<file path="config.mk">
export PLATFORM = sky130hd
export DESIGN_NAME = i2c_slave_register_file_unit
export DESIGN_NICKNAME = d
export VERILOG_FILES = /design/src/hw/rtl/isrf_pkg.sv /design/src/hw/rtl/isrf_front.sv /design/src/hw/rtl/isrf_queue.sv /design/src/hw/rtl/isrf_back.sv /design/src/hw/rtl/i2c_slave_register_file_unit.sv
export SDC_FILE = /design/constraint.sdc
export NUM_CORES = 2
export LEC_CHECK = 0
export BUFFER_PORTS_ARGS = -buffer_cell sky130_fd_sc_hd__buf_2
export CAP_MARGIN = 10
export CORE_ASPECT_RATIO = 2
export CORE_MARGIN = 10
export CORE_UTILIZATION = 48
export DETAILED_ROUTE_END_ITERATION = 8
export PLACE_DENSITY_LB_ADDON = 0.08
export SYNTH_ARGS = -nofsm -noshare
export SYNTH_HDL_FRONTEND = slang
export SYNTH_SLANG_ARGS = --single-unit
</file>
<file path="constraint.sdc">
create_clock -name clk_i -period 4.61 [get_ports clk_i]
set_input_delay 1.383 -clock clk_i [delete_from_list [all_inputs] [get_ports clk_i]]
set_output_delay 1.383 -clock clk_i [all_outputs]
set_load 0.005 [all_outputs]
</file>
<file path="src/hw/rtl/isrf_pkg.sv">
// ----------------------------------------------------------------------------
// isrf_pkg
// Shared types, codes and helpers of the I2C slave register file.
// ----------------------------------------------------------------------------
`default_nettype none

package isrf_pkg;

  // register map size
  localparam int NumRegsDefault = 64;

  // depth of the command queue between front and back
  localparam int QueueDepth = 4;

  // configuration port
  localparam int CfgIdxW  = 3;
  localparam int CfgDataW = 64;

  localparam logic [CfgIdxW-1:0] CFG_WRITABLE_MAP   = 3'd0;
  localparam logic [CfgIdxW-1:0] CFG_SETTINGS_ADDR  = 3'd1;
  localparam logic [CfgIdxW-1:0] CFG_STATUS_ADDR    = 3'd2;
  localparam logic [CfgIdxW-1:0] CFG_LAST_DATA_ADDR = 3'd3;
  localparam logic [CfgIdxW-1:0] CFG_READY_BIT      = 3'd4;

  // function codes of an input word
  localparam logic [1:0] FUNC_BUS      = 2'd0;
  localparam logic [1:0] FUNC_LOCAL_WR = 2'd1;
  localparam logic [1:0] FUNC_CLR_FLAG = 2'd2;

  // reported bus phase codes
  localparam logic [2:0] PHASE_CODE_IDLE  = 3'd0;
  localparam logic [2:0] PHASE_CODE_START = 3'd1;
  localparam logic [2:0] PHASE_CODE_ADDR  = 3'd2;
  localparam logic [2:0] PHASE_CODE_WRITE = 3'd3;
  localparam logic [2:0] PHASE_CODE_READ  = 3'd4;

  // transaction state
  typedef enum logic [4:0] {
    PH_IDLE  = 5'b00001,
    PH_START = 5'b00010,
    PH_ADDR  = 5'b00100,
    PH_WRITE = 5'b01000,
    PH_READ  = 5'b10000
  } phase_e;

  // one command from the front to the back
  typedef struct packed {
    logic       tx_valid;  // byte goes to the master
    logic       tx_rd;     // byte comes from the register at rd_addr
    logic [7:0] rd_addr;
    logic       we;        // one write, address in range
    logic       wbit;      // wdata is a one-hot bit to set, not a byte
    logic [7:0] waddr;
    logic [7:0] wdata;
    logic [7:0] lr_addr;   // local readback address
    logic       lr_in;     // readback address in range
    logic       flag;      // update flag after the word
    logic [2:0] phase;     // phase code after the word
  } cmd_t;

  function automatic logic [2:0] phase_code(phase_e ph);
    logic [2:0] code;
    case (ph)
      PH_IDLE:  code = PHASE_CODE_IDLE;
      PH_START: code = PHASE_CODE_START;
      PH_ADDR:  code = PHASE_CODE_ADDR;
      PH_WRITE: code = PHASE_CODE_WRITE;
      PH_READ:  code = PHASE_CODE_READ;
      default:  code = PHASE_CODE_IDLE;
    endcase
    return code;
  endfunction

endpackage

`default_nettype wire

</file>
<file path="src/hw/rtl/isrf_front.sv">
// ----------------------------------------------------------------------------
// isrf_front
// Configuration registers, bus transaction state and pointer; turns each
// accepted word into one register file command.
// ----------------------------------------------------------------------------
`default_nettype none

module isrf_front #(
  parameter int NUM_REGS = isrf_pkg::NumRegsDefault
) (
  input  wire                          clk_i,
  input  wire                          rst_ni,
  input  wire                          cfg_valid_i,
  output logic                         cfg_ready_o,
  input  wire [isrf_pkg::CfgIdxW-1:0]  cfg_index_i,
  input  wire [isrf_pkg::CfgDataW-1:0] cfg_data_i,
  input  wire                          acc_i,
  input  wire [1:0]                    func_i,
  input  wire                          start_seen_i,
  input  wire                          stop_seen_i,
  input  wire                          data_seen_i,
  input  wire                          master_reads_i,
  input  wire [7:0]                    rx_byte_i,
  input  wire [7:0]                    local_addr_i,
  input  wire [7:0]                    local_data_i,
  output isrf_pkg::cmd_t               cmd_o
);
  import isrf_pkg::*;

  logic [63:0] writable_map_q;
  logic [5:0]  settings_addr_q;
  logic [5:0]  status_addr_q;
  logic [5:0]  last_data_addr_q;
  logic [2:0]  ready_bit_q;

  phase_e     phase_q, phase_d;
  logic [7:0] pointer_q, pointer_d;
  logic       flag_q, flag_d;

  logic ptr_in, status_in, can_write;

  assign cfg_ready_o = 1'b1;

  // configuration registers
  always_ff @(posedge clk_i or negedge rst_ni) begin
    if (!rst_ni) begin
      writable_map_q   <= '0;
      settings_addr_q  <= 6'd0;
      status_addr_q    <= 6'd1;
      last_data_addr_q <= 6'd2;
      ready_bit_q      <= 3'd0;
    end else if (cfg_valid_i) begin
      case (cfg_index_i)
        CFG_WRITABLE_MAP:   writable_map_q   <= cfg_data_i;
        CFG_SETTINGS_ADDR:  settings_addr_q  <= cfg_data_i[5:0];
        CFG_STATUS_ADDR:    status_addr_q    <= cfg_data_i[5:0];
        CFG_LAST_DATA_ADDR: last_data_addr_q <= cfg_data_i[5:0];
        CFG_READY_BIT:      ready_bit_q      <= cfg_data_i[2:0];
        default: ;
      endcase
    end
  end

  // range and permission checks on the current pointer and the status address
  assign ptr_in    = pointer_q < 8'(NUM_REGS);
  assign status_in = {2'b00, status_addr_q} < 8'(NUM_REGS);
  assign can_write = ptr_in && writable_map_q[pointer_q[5:0]];

  // classify the word and work out the next state
  always_comb begin
    phase_d   = phase_q;
    pointer_d = pointer_q;
    flag_d    = flag_q;
    cmd_o     = '0;
    case (func_i)
      FUNC_BUS: begin
        if (start_seen_i) begin
          phase_d = (phase_q == PH_IDLE) ? PH_START : PH_READ;
        end
        if (stop_seen_i) begin
          phase_d = PH_IDLE;
        end
        if (data_seen_i) begin
          if (master_reads_i) begin
            cmd_o.tx_valid = 1'b1;
            if (phase_d inside {PH_ADDR, PH_WRITE}) begin
              cmd_o.tx_rd   = ptr_in;
              cmd_o.rd_addr = pointer_q;
              pointer_d     = pointer_q + 8'd1;
              phase_d       = (phase_d == PH_WRITE) ? PH_WRITE : PH_READ;
            end else if (phase_d == PH_READ) begin
              cmd_o.tx_rd   = ptr_in;
              cmd_o.rd_addr = pointer_q;
              // read of the last data register sets the ready bit
              if (pointer_q == {2'b00, last_data_addr_q} && status_in) begin
                cmd_o.we    = 1'b1;
                cmd_o.wbit  = 1'b1;
                cmd_o.waddr = {2'b00, status_addr_q};
                cmd_o.wdata = 8'd1 << ready_bit_q;
              end
              pointer_d = pointer_q + 8'd1;
            end
          end else begin
            if (phase_d == PH_START) begin
              pointer_d = rx_byte_i;
              phase_d   = PH_ADDR;
            end else if (phase_d inside {PH_ADDR, PH_WRITE}) begin
              if (can_write) begin
                if (pointer_q == {2'b00, settings_addr_q}) begin
                  flag_d = 1'b1;
                end
                cmd_o.we    = 1'b1;
                cmd_o.waddr = pointer_q;
                cmd_o.wdata = rx_byte_i;
                pointer_d   = pointer_q + 8'd1;
                phase_d     = PH_WRITE;
              end
            end
          end
        end
      end
      FUNC_LOCAL_WR: begin
        if (local_addr_i < 8'(NUM_REGS)) begin
          cmd_o.we    = 1'b1;
          cmd_o.waddr = local_addr_i;
          cmd_o.wdata = local_data_i;
        end
      end
      FUNC_CLR_FLAG: flag_d = 1'b0;
      default: ;
    endcase
    cmd_o.lr_addr = local_addr_i;
    cmd_o.lr_in   = local_addr_i < 8'(NUM_REGS);
    cmd_o.flag    = flag_d;
    cmd_o.phase   = phase_code(phase_d);
  end

  // transaction state
  always_ff @(posedge clk_i or negedge rst_ni) begin
    if (!rst_ni) begin
      phase_q   <= PH_IDLE;
      pointer_q <= 8'd0;
      flag_q    <= 1'b0;
    end else if (acc_i) begin
      phase_q   <= phase_d;
      pointer_q <= pointer_d;
      flag_q    <= flag_d;
    end
  end

endmodule

`default_nettype wire

</file>
<file path="src/hw/rtl/isrf_queue.sv">
// ----------------------------------------------------------------------------
// isrf_queue
// Short command queue between the front and the back.
// ----------------------------------------------------------------------------
`default_nettype none

module isrf_queue (
  input  wire             clk_i,
  input  wire             rst_ni,
  input  wire             push_i,
  input  isrf_pkg::cmd_t  cmd_i,
  output logic            full_o,
  input  wire             pop_i,
  output logic            valid_o,
  output isrf_pkg::cmd_t  cmd_o
);
  import isrf_pkg::*;

  localparam int PtrW = $clog2(QueueDepth);

  cmd_t            slot_q [QueueDepth];
  logic [PtrW-1:0] wr_ptr_q, rd_ptr_q;
  logic [PtrW:0]   count_q, count_d;

  logic do_push, do_pop;

  assign full_o  = count_q == (PtrW+1)'(QueueDepth);
  assign valid_o = count_q != '0;
  assign cmd_o   = slot_q[rd_ptr_q];
  assign do_push = push_i && !full_o;
  assign do_pop  = pop_i && valid_o;

  always_comb begin
    count_d = count_q;
    if (do_push && !do_pop) begin
      count_d = count_q + 1'b1;
    end else if (do_pop && !do_push) begin
      count_d = count_q - 1'b1;
    end
  end

  // pointers and fill count
  always_ff @(posedge clk_i or negedge rst_ni) begin
    if (!rst_ni) begin
      wr_ptr_q <= '0;
      rd_ptr_q <= '0;
      count_q  <= '0;
    end else begin
      count_q <= count_d;
      if (do_push) begin
        wr_ptr_q <= (wr_ptr_q == PtrW'(QueueDepth - 1)) ? '0 : wr_ptr_q + 1'b1;
      end
      if (do_pop) begin
        rd_ptr_q <= (rd_ptr_q == PtrW'(QueueDepth - 1)) ? '0 : rd_ptr_q + 1'b1;
      end
    end
  end

  // slots
  always_ff @(posedge clk_i) begin
    if (do_push) begin
      slot_q[wr_ptr_q] <= cmd_i;
    end
  end

endmodule

`default_nettype wire

</file>
<file path="src/hw/rtl/isrf_back.sv">
// ----------------------------------------------------------------------------
// isrf_back
// Register file and result register; a command a cycle unless a result waits.
// ----------------------------------------------------------------------------
`default_nettype none

module isrf_back #(
  parameter int NUM_REGS = isrf_pkg::NumRegsDefault
) (
  input  wire             clk_i,
  input  wire             rst_ni,
  input  wire             cmd_valid_i,
  input  isrf_pkg::cmd_t  cmd_i,
  output logic            cmd_ready_o,
  output logic            res_empty_o,
  input  wire             res_pop_i,
  output logic            tx_valid_o,
  output logic [7:0]      tx_byte_o,
  output logic            update_flag_o,
  output logic [2:0]      bus_phase_o,
  output logic [7:0]      local_read_data_o
);
  import isrf_pkg::*;

  localparam int AW = $clog2(NUM_REGS);

  logic [7:0]          mem_q [NUM_REGS];
  logic [NUM_REGS-1:0] vld_q;

  logic          issue;
  logic [AW-1:0] rd_idx, wr_idx, lr_idx;
  logic [7:0]    wmask, wdata;

  logic       res_valid_q, res_valid_d;
  logic [7:0] tx_raw_q, lr_raw_q;
  logic       tx_valid_q, tx_use_q, lr_use_q, hit_q, flag_q;
  logic [7:0] fmask_q, fdata_q;
  logic [2:0] phase_q;
  logic [7:0] lr_base;

  assign cmd_ready_o = !res_valid_q || res_pop_i;
  assign issue       = cmd_valid_i && cmd_ready_o;

  assign rd_idx = cmd_i.rd_addr[AW-1:0];
  assign wr_idx = cmd_i.waddr[AW-1:0];
  assign lr_idx = cmd_i.lr_addr[AW-1:0];

  // setting a bit in a never written entry writes the whole byte
  always_comb begin
    if (cmd_i.wbit && vld_q[wr_idx]) begin
      wmask = cmd_i.wdata;
      wdata = 8'hFF;
    end else begin
      wmask = 8'hFF;
      wdata = cmd_i.wdata;
    end
  end

  // register file, bit-enabled write, two registered reads of old data
  always_ff @(posedge clk_i) begin
    if (issue) begin
      if (cmd_i.we) begin
        for (int b = 0; b < 8; b++) begin
          if (wmask[b]) begin
            mem_q[wr_idx][b] <= wdata[b];
          end
        end
      end
      tx_raw_q <= mem_q[rd_idx];
      lr_raw_q <= mem_q[lr_idx];
    end
  end

  // written entries; others read as zero
  always_ff @(posedge clk_i or negedge rst_ni) begin
    if (!rst_ni) begin
      vld_q <= '0;
    end else if (issue && cmd_i.we) begin
      vld_q[wr_idx] <= 1'b1;
    end
  end

  // result register
  always_comb begin
    res_valid_d = res_valid_q;
    if (issue) begin
      res_valid_d = 1'b1;
    end else if (res_pop_i) begin
      res_valid_d = 1'b0;
    end
  end

  always_ff @(posedge clk_i or negedge rst_ni) begin
    if (!rst_ni) begin
      res_valid_q <= 1'b0;
    end else begin
      res_valid_q <= res_valid_d;
    end
  end

  always_ff @(posedge clk_i) begin
    if (issue) begin
      tx_valid_q <= cmd_i.tx_valid;
      tx_use_q   <= cmd_i.tx_rd && vld_q[rd_idx];
      lr_use_q   <= cmd_i.lr_in && vld_q[lr_idx];
      hit_q      <= cmd_i.we && cmd_i.lr_in && (lr_idx == wr_idx);
      fmask_q    <= wmask;
      fdata_q    <= wdata;
      flag_q     <= cmd_i.flag;
      phase_q    <= cmd_i.phase;
    end
  end

  // readback sees the write of the same word
  assign lr_base = lr_use_q ? lr_raw_q : 8'h00;

  assign res_empty_o       = !res_valid_q;
  assign tx_valid_o        = tx_valid_q;
  assign tx_byte_o         = tx_use_q ? tx_raw_q : 8'h00;
  assign update_flag_o     = flag_q;
  assign bus_phase_o       = phase_q;
  assign local_read_data_o = hit_q ? ((lr_base & ~fmask_q) | (fdata_q & fmask_q)) : lr_base;

endmodule

`default_nettype wire

</file>
<file path="src/hw/rtl/i2c_slave_register_file_unit.sv">
// ----------------------------------------------------------------------------
// i2c_slave_register_file_unit
// Register map behind an I2C slave with auto-incrementing pointer.
// ----------------------------------------------------------------------------
// One word is taken every clock cycle unless the queue is full. The front keeps
// the transaction phase, the pointer and the update flag and turns each word
// into a register file command in the cycle it is taken; the back executes one
// command per cycle unless a result waits, on a memory with one write port and
// two read ports; a command passes a queue slot, then the result register. A
// four-entry command queue lets the input side keep going while results wait
// to be popped. Register file contents read as zero until written, tracked by
// one valid bit per entry; no clearing pass is needed after reset.
`default_nettype none

module i2c_slave_register_file_unit #(
  parameter int NUM_REGS = isrf_pkg::NumRegsDefault
) (
  input  wire                          clk_i,
  input  wire                          rst_ni,
  input  wire                          cfg_valid_i,
  output logic                         cfg_ready_o,
  input  wire [isrf_pkg::CfgIdxW-1:0]  cfg_index_i,
  input  wire [isrf_pkg::CfgDataW-1:0] cfg_data_i,
  input  wire                          push,
  output logic                         full,
  input  wire [1:0]                    func_i,
  input  wire                          start_seen_i,
  input  wire                          stop_seen_i,
  input  wire                          data_seen_i,
  input  wire                          master_reads_i,
  input  wire [7:0]                    rx_byte_i,
  input  wire [7:0]                    local_addr_i,
  input  wire [7:0]                    local_data_i,
  output logic                         empty,
  input  wire                          pop,
  output logic                         tx_valid_o,
  output logic [7:0]                   tx_byte_o,
  output logic                         update_flag_o,
  output logic [2:0]                   bus_phase_o,
  output logic [7:0]                   local_read_data_o
);
  import isrf_pkg::*;

  cmd_t front_cmd, queue_cmd;
  logic acc, q_full, q_valid, q_pop;

  assign full = q_full;
  assign acc  = push && !q_full;

  // front: state and classification
  isrf_front #(
    .NUM_REGS (NUM_REGS)
  ) u_front (
    .clk_i          (clk_i),
    .rst_ni         (rst_ni),
    .cfg_valid_i    (cfg_valid_i),
    .cfg_ready_o    (cfg_ready_o),
    .cfg_index_i    (cfg_index_i),
    .cfg_data_i     (cfg_data_i),
    .acc_i          (acc),
    .func_i         (func_i),
    .start_seen_i   (start_seen_i),
    .stop_seen_i    (stop_seen_i),
    .data_seen_i    (data_seen_i),
    .master_reads_i (master_reads_i),
    .rx_byte_i      (rx_byte_i),
    .local_addr_i   (local_addr_i),
    .local_data_i   (local_data_i),
    .cmd_o          (front_cmd)
  );

  // command queue
  isrf_queue u_queue (
    .clk_i   (clk_i),
    .rst_ni  (rst_ni),
    .push_i  (acc),
    .cmd_i   (front_cmd),
    .full_o  (q_full),
    .pop_i   (q_pop),
    .valid_o (q_valid),
    .cmd_o   (queue_cmd)
  );

  // back: register file and results
  isrf_back #(
    .NUM_REGS (NUM_REGS)
  ) u_back (
    .clk_i             (clk_i),
    .rst_ni            (rst_ni),
    .cmd_valid_i       (q_valid),
    .cmd_i             (queue_cmd),
    .cmd_ready_o       (q_pop),
    .res_empty_o       (empty),
    .res_pop_i         (pop),
    .tx_valid_o        (tx_valid_o),
    .tx_byte_o         (tx_byte_o),
    .update_flag_o     (update_flag_o),
    .bus_phase_o       (bus_phase_o),
    .local_read_data_o (local_read_data_o)
  );

`ifndef SYNTH
  // a taken word is in the queue on the next cycle
  assert property (@(posedge clk_i) disable iff (!rst_ni) acc |=> q_valid)
    else $error("accepted word missing from command queue");

  // a command taken by the back shows up as a result
  assert property (@(posedge clk_i) disable iff (!rst_ni) (q_pop && q_valid) |=> !empty)
    else $error("executed command produced no result");

  // no byte to the master without a data request
  assert property (@(posedge clk_i) disable iff (!rst_ni)
    !empty |-> (tx_valid_o || tx_byte_o == 8'h00))
    else $error("tx byte set without tx valid");
`endif

endmodule

`default_nettype wire
</file>
* Word-level counts from Yosys, hierarchy flattened *
Memories as Yosys holds them, arrays and structs flattened. A register that Yosys moved wholly into a read port is not among the register bits.
Cells that the tools add are included.

cells by class
  $add $sub $neg = 5
  multipliers = 0
  divide/modulo/power cells = 0
  $lt $le $gt $ge = 7
  equal/unequal tests = 22
  shift-type cells = 1
  multiplexer cells = 102
  bitwise gates (word level) = 5
  reduce and logical (&&, ||, !) cells = 32

operators with widths
  cell                number
  $mux 8              11
  $mux 16             5
  $or 64x64->64       1
  $mux 5              12
  $mux 1              54
  $mux 18             2
  $pmux 16 s2         1
  $lt 6x7->1 const B  4
  $mux 28             1
  $mux 27             1
  $bmux 1 s6          4
  $mux 10             2
  $and 8x8->8         2
  $eq 8x6->1          2
  $lt 8x7->1 const B  2
  $logic_and 1x1->1   13
  $pmux 3 s4          1
  $eq 5x2->1 const B  2
  $eq 5x3->1 const B  2
  $eq 5x4->1 const B  2
  $eq 5x5->1 const B  2
  $reduce_and 2->1    5
  $mux 9              1
  $reduce_bool 3->1   3
  other kinds (26)    39

storage, ports and cells
  register bits after elaboration = 195
  bits in latches = 0
  bits in writable memories = 676
  ROM bits = 0
  output and inout bits = 24
  memories kept = 2

memories
  memory          words  bits a word  read ports  clocked after Yosys merged registers in  wr ports  line              RTL
  u_back.mem_q    64     8            2           2                                        1         isrf_back.sv:27   logic [7:0] mem_q [NUM_REGS];
  u_queue.slot_q  4      41           1           0                                        1         isrf_queue.sv:21  cmd_t slot_q [QueueDepth];

* Depth between registers and ports, before layout *
  depth after elaboration = 14
  gate-level depth with buffers = 13
  gate-level depth less buffers = 9

* By module *
From an unflattened synthesis, not the netlist that was laid out.

second synthesis, totals
  cells, all modules = 2774
  area total of the unflattened synthesis = 43462.9 um2

by module, submodules not included
  module                        instances  cells an instance  area each (um2)
  isrf_back                     1          2025               31468.9
  isrf_queue                    1          252                6429.9
  isrf_front                    1          496                5550.3
  i2c_slave_register_file_unit  1          1                  13.8

* Least setup slack after synthesis *
OpenSTA, ideal clock, no wires.

  path type = input-to-reg
  start = input pop
  end = memory u_back.mem_q[62][0], enable pin
  library setup time = 300 ps
  arrival time = 4668 ps
  data required time = 4310 ps
  path slack = -358 ps
  stages on the path = 7
  cells stage by stage = inv_1 > a21oi_1 > and2_1 > nand2_1 > nor2_1 > nand2_1 > nor2_1

between the ends
  longest elaborated chain between the ends = 4

RTL lines
  element                       line                                RTL
  start: declaration            i2c_slave_register_file_unit.sv:35  input wire pop,
  $logic_or 1x1->1              isrf_back.sv:41                     assign cmd_ready_o = !res_valid_q || res_pop_i;
  $logic_and 1x1->1             isrf_back.sv:42                     assign issue = cmd_valid_i && cmd_ready_o;
  via u_back.issue              isrf_back.sv:30                     logic issue;
  $mux 1                        isrf_back.sv:61                     if (issue) begin
  $mux 1 (implied by the code)  isrf_back.sv:65                     mem_q[wr_idx][b] <= wdata[b];
  end: declaration              isrf_back.sv:27

The timed path passes the listed nets, and every way through them passes these cells.

* Worst setup path in the final report *
  start = register u_queue.rd_ptr_q[0]
  end = memory u_back.mem_q[56][3], enable pin

between the ends
  longest elaborated chain between the ends = 9

RTL lines
  element                       line              RTL
  start: declaration            isrf_queue.sv:22  logic [PtrW-1:0] wr_ptr_q, rd_ptr_q;
  start signal: assignment      isrf_queue.sv:54  rd_ptr_q <= (rd_ptr_q == PtrW'(QueueDepth - 1)) ? '0 : rd_ptr_q + 1'b1;
  $mem_v2 4x41 (*)              n/a
  $bmux 1 s6                    isrf_back.sv:50   if (cmd_i.wbit && vld_q[wr_idx]) begin
  $mux 1 (implied by the code)  isrf_back.sv:50
  $logic_and 1x1->1             isrf_back.sv:50
  $mux 8                        isrf_back.sv:50
  $mux 1                        isrf_back.sv:64   if (wmask[b]) begin
  $mux 1                        isrf_back.sv:62   if (cmd_i.we) begin
  $mux 1                        isrf_back.sv:61
  $mux 1 (implied by the code)  isrf_back.sv:65

Mark *: on every way between the ends. The rest lies on a longest branch, timed or not. The select of a mux whose other input is x is not followed.

==> flow_metrics.env <==
export IMPL_grt_usage=0.257
export IMPL_gp_congestion=0.946
export IMPL_cp_end_kind="flip-flop"
export IMPL_cts_tree="built"
export IMPL_path_delay_family="buffers and inverters"
export IMPL_ant_nets=0
export IMPL_wl_per_cell_um=29.7
export IMPL_seqCellArea_mm2=0.0251
export IMPL_viasPerCell=6.13
export IMPL_relSlewSlack=0.346
export IMPL_synthFlopType="edfxtp_1"
export IMPL_grt_pass1_wl_um=192000
export IMPL_p_leak_uw=0.0186
export IMPL_syn_area_mm2=0.0430
export IMPL_grt_overflow=0
export IMPL_synthArstFlopShare=0.198
export IMPL_fin_crit_sh=0.870
export IMPL_yosysUniqueCellTypes=63
export IMPL_numCtsBuffers=76
export IMPL_max_freq_mhz=249
export IMPL_period_needed_ps=4010
export IMPL_outcome="completed"
export IMPL_critical_path_class="flip-flop to flip-flop"
export IMPL_cp_common_cell="buf_4"
export IMPL_cts_buffer_depth=3
export IMPL_final_cells=4441
export IMPL_multi_input_area_mm2=0.0167
export IMPL_insertion_delay_ps=670
export IMPL_clkTransAtPathRegs_ps=70
export IMPL_tns_ps=0
export IMPL_p_per_area_mw_per_mm2=762
export IMPL_grt_max_degree=67
export IMPL_cp_max_fo=33
export IMPL_synth_top_area_frac=0.483
export IMPL_clock_root_buffer="clkbuf_16"
export IMPL_synth_edf_count=692
export IMPL_htreeDepth=3
export IMPL_cap_violations=0
export IMPL_rsz0062_at_grt="false"
export IMPL_wl_um=132000
export IMPL_design_core_area_mm2=0.0890
export IMPL_max_slew_worst_pin_slew_ps=980
export IMPL_synth_top_area_cell="edfxtp_1"
export IMPL_avgSynthCellArea_um2=14.3
export IMPL_place_detailed_hpwl_um=91900
export IMPL_ir_drop_v=0.000555
export IMPL_worstPathArrival_ps=4390
export IMPL_crit_buf_inv=4
export IMPL_fin_skew_ps=22.0
export IMPL_yosys_warnings=0
export IMPL_min_path_type="flip-flop to flip-flop"
export IMPL_antenna_found_initial=2
export IMPL_dr_pass1_iters=6
export IMPL_area_growth_pct=12.9
export IMPL_crit_chain="buf_4, mux4_2, inv_1, o221ai_1, a31oi_1, o32ai_2, buf_4, nor4_2, buf_12, nor2_1"
export IMPL_ys_seq_elements=863
export IMPL_port_buffers=124
export IMPL_synthCells=3012
export IMPL_nNetsFinal=3313
export IMPL_route_vias_total=27200
export IMPL_cts_resized=0
export IMPL_startpoint_type="flip-flop"
export IMPL_power_uw=37000
export IMPL_drt_iter0_markers=2585
export IMPL_mappedNetlistNets=3122
export IMPL_hold_viol=0
export IMPL_antenna_cells=0
export IMPL_finalSetupViolCount=0
export IMPL_cts_sinks=863
export IMPL_fp_row_count=155
export IMPL_fill_cells=7310
export IMPL_cpPeakStageDelay_ps=670
export IMPL_utilization=0.546
export IMPL_cp_data_required_time_ps=4990
export IMPL_dieArea_mm2=0.103
export IMPL_ys_seq_area_frac=0.582
export IMPL_grt_pass1_vias=29200
export IMPL_start_util=0.483
export IMPL_die_y_um=443
export IMPL_synthTopCellsByArea="edfxtp_1 (48%), mux4_2 (16%), dfrtp_1 (9.8%)"
export IMPL_drc=0
export IMPL_boundaryPins=126
export IMPL_drive_gt1_frac=0.284
export IMPL_finalMaxSlewViolations=0
export IMPL_post_cts_buffers=0
export IMPL_cts_hold_buffers=0
export IMPL_crit_path_top_delay_cell="dfrtp_2"
export IMPL_die_w_um=232
export IMPL_placed_cells=4302
## layout by cell type (no fill, tap or decap), drive strengths merged, types with 12 or more instances in the layout
cell type and count:
edfxtp 692, nor2 581, buf 329, mux4 307, mux2i 196, nand2 171, dfrtp 168, mux2 146
clkbuf 102, nand2b 75, a21oi 64, o21ai 44, nand3 35, a211oi 32, nor2b 26, and2 24
inv 23, clkinv 23, o211ai 21, a22oi 20, o22ai 15, nor4 15, a31oi 13, or2 13
xnor2 12
## cells in the mapped netlist, types with 16 or more instances
master    number
clkbuf_1      96
buf_2         52
edfxtp_1     692
buf_6         42
nand2b_1      75
inv_1         22
and2_1        23
dfrtp_1      168
nor2_1       581
a21oi_1       63
o21ai_0       43
buf_1         16
o211ai_1      21
a22oi_1       20
nor2b_1       26
mux4_2       307
mux2i_1      196
nand2_1      171
nand3_1       35
a211oi_1      30
mux2_2       145
## state kept, by name (all words and copies together) (netlist names), 8 cells and up
signal	count
u_back.tx_raw_q	8
u_front.writable_map_q	64
u_back.fdata_q	8
u_back.lr_raw_q	8
u_queue.slot_q	140
u_front.pointer_q	8
u_back.vld_q	64
u_back.fmask_q	8
u_back.mem_q	512
## power breakdown
part / internal [uW] / switching, uW
Clock: 3740 / 2920
Combinational: 7610 / 11100
Sequential: 11000 / 702
## worst paths after layout
path | startpoint | to | slack (ps) | depth (start not counted)
hold reg to reg | u_queue.count_q[2]$_DFFE_PN0P_ | u_queue.count_q[2]$_DFFE_PN0P_ | 490 | 1
max in group asynchronous | rst_ni | u_front.writable_map_q[22]$_DFFE_PN0P_ | 3070 | 2
min in group asynchronous | rst_ni | u_queue.count_q[0]$_DFFE_PN0P_ | 720 | 1
setup / recovery | u_queue.rd_ptr_q[0]$_DFFE_PN0P_ | u_back.mem_q[56][3]$_DFFE_PP_ | 600 | 10
hold / removal | u_queue.count_q[2]$_DFFE_PN0P_ | u_queue.count_q[2]$_DFFE_PN0P_ | 490 | 1
setup reg to reg | u_queue.rd_ptr_q[0]$_DFFE_PN0P_ | u_back.mem_q[56][3]$_DFFE_PP_ | 600 | 10
## cell families after synthesis
family / after synthesis / synth area share
compound gates: 240 / 0.0359
other cells: 1 / 0.0000871
xor+xnor: 22 / 0.00448
fa+ha+maj: 8 / 0.00250
mux: 649 / 0.244
buf+inv: 239 / 0.0306
flops: 863 / 0.582
simple gates: 990 / 0.0995
## metrics by stage
step	hold slack (ps)	instance area, um2	worst slack, ps
floorplan	456	43000	627
global placement	473	46000	520
detailed placement	475	46000	468
CTS	487	48600	531
global route	512	48600	393
finish	489	48600	601
## final cells by class
class / count / share of cell area
sequential: 863 / 0.516
multi-input combinational: 1910 / 0.344
timing repair buffer: 329 / 0.0551
clock buffer: 102 / 0.0450
tap: 1177 / 0.0303
clock inverter: 37 / 0.00767
inverter: 23 / 0.00178
## per-layer routing
layer	GRT usage	part of all wire	wire length (um)	vias up
met5	0	0.000099	13	-
met4	0.168	0.073	9600	2
met3	0.0438	0.056	7370	312
met2	0.463	0.54	70800	1056
met1	0.269	0.33	44000	14100
li1	-	-	-	11800
Power figures use the tool's default switching activity.
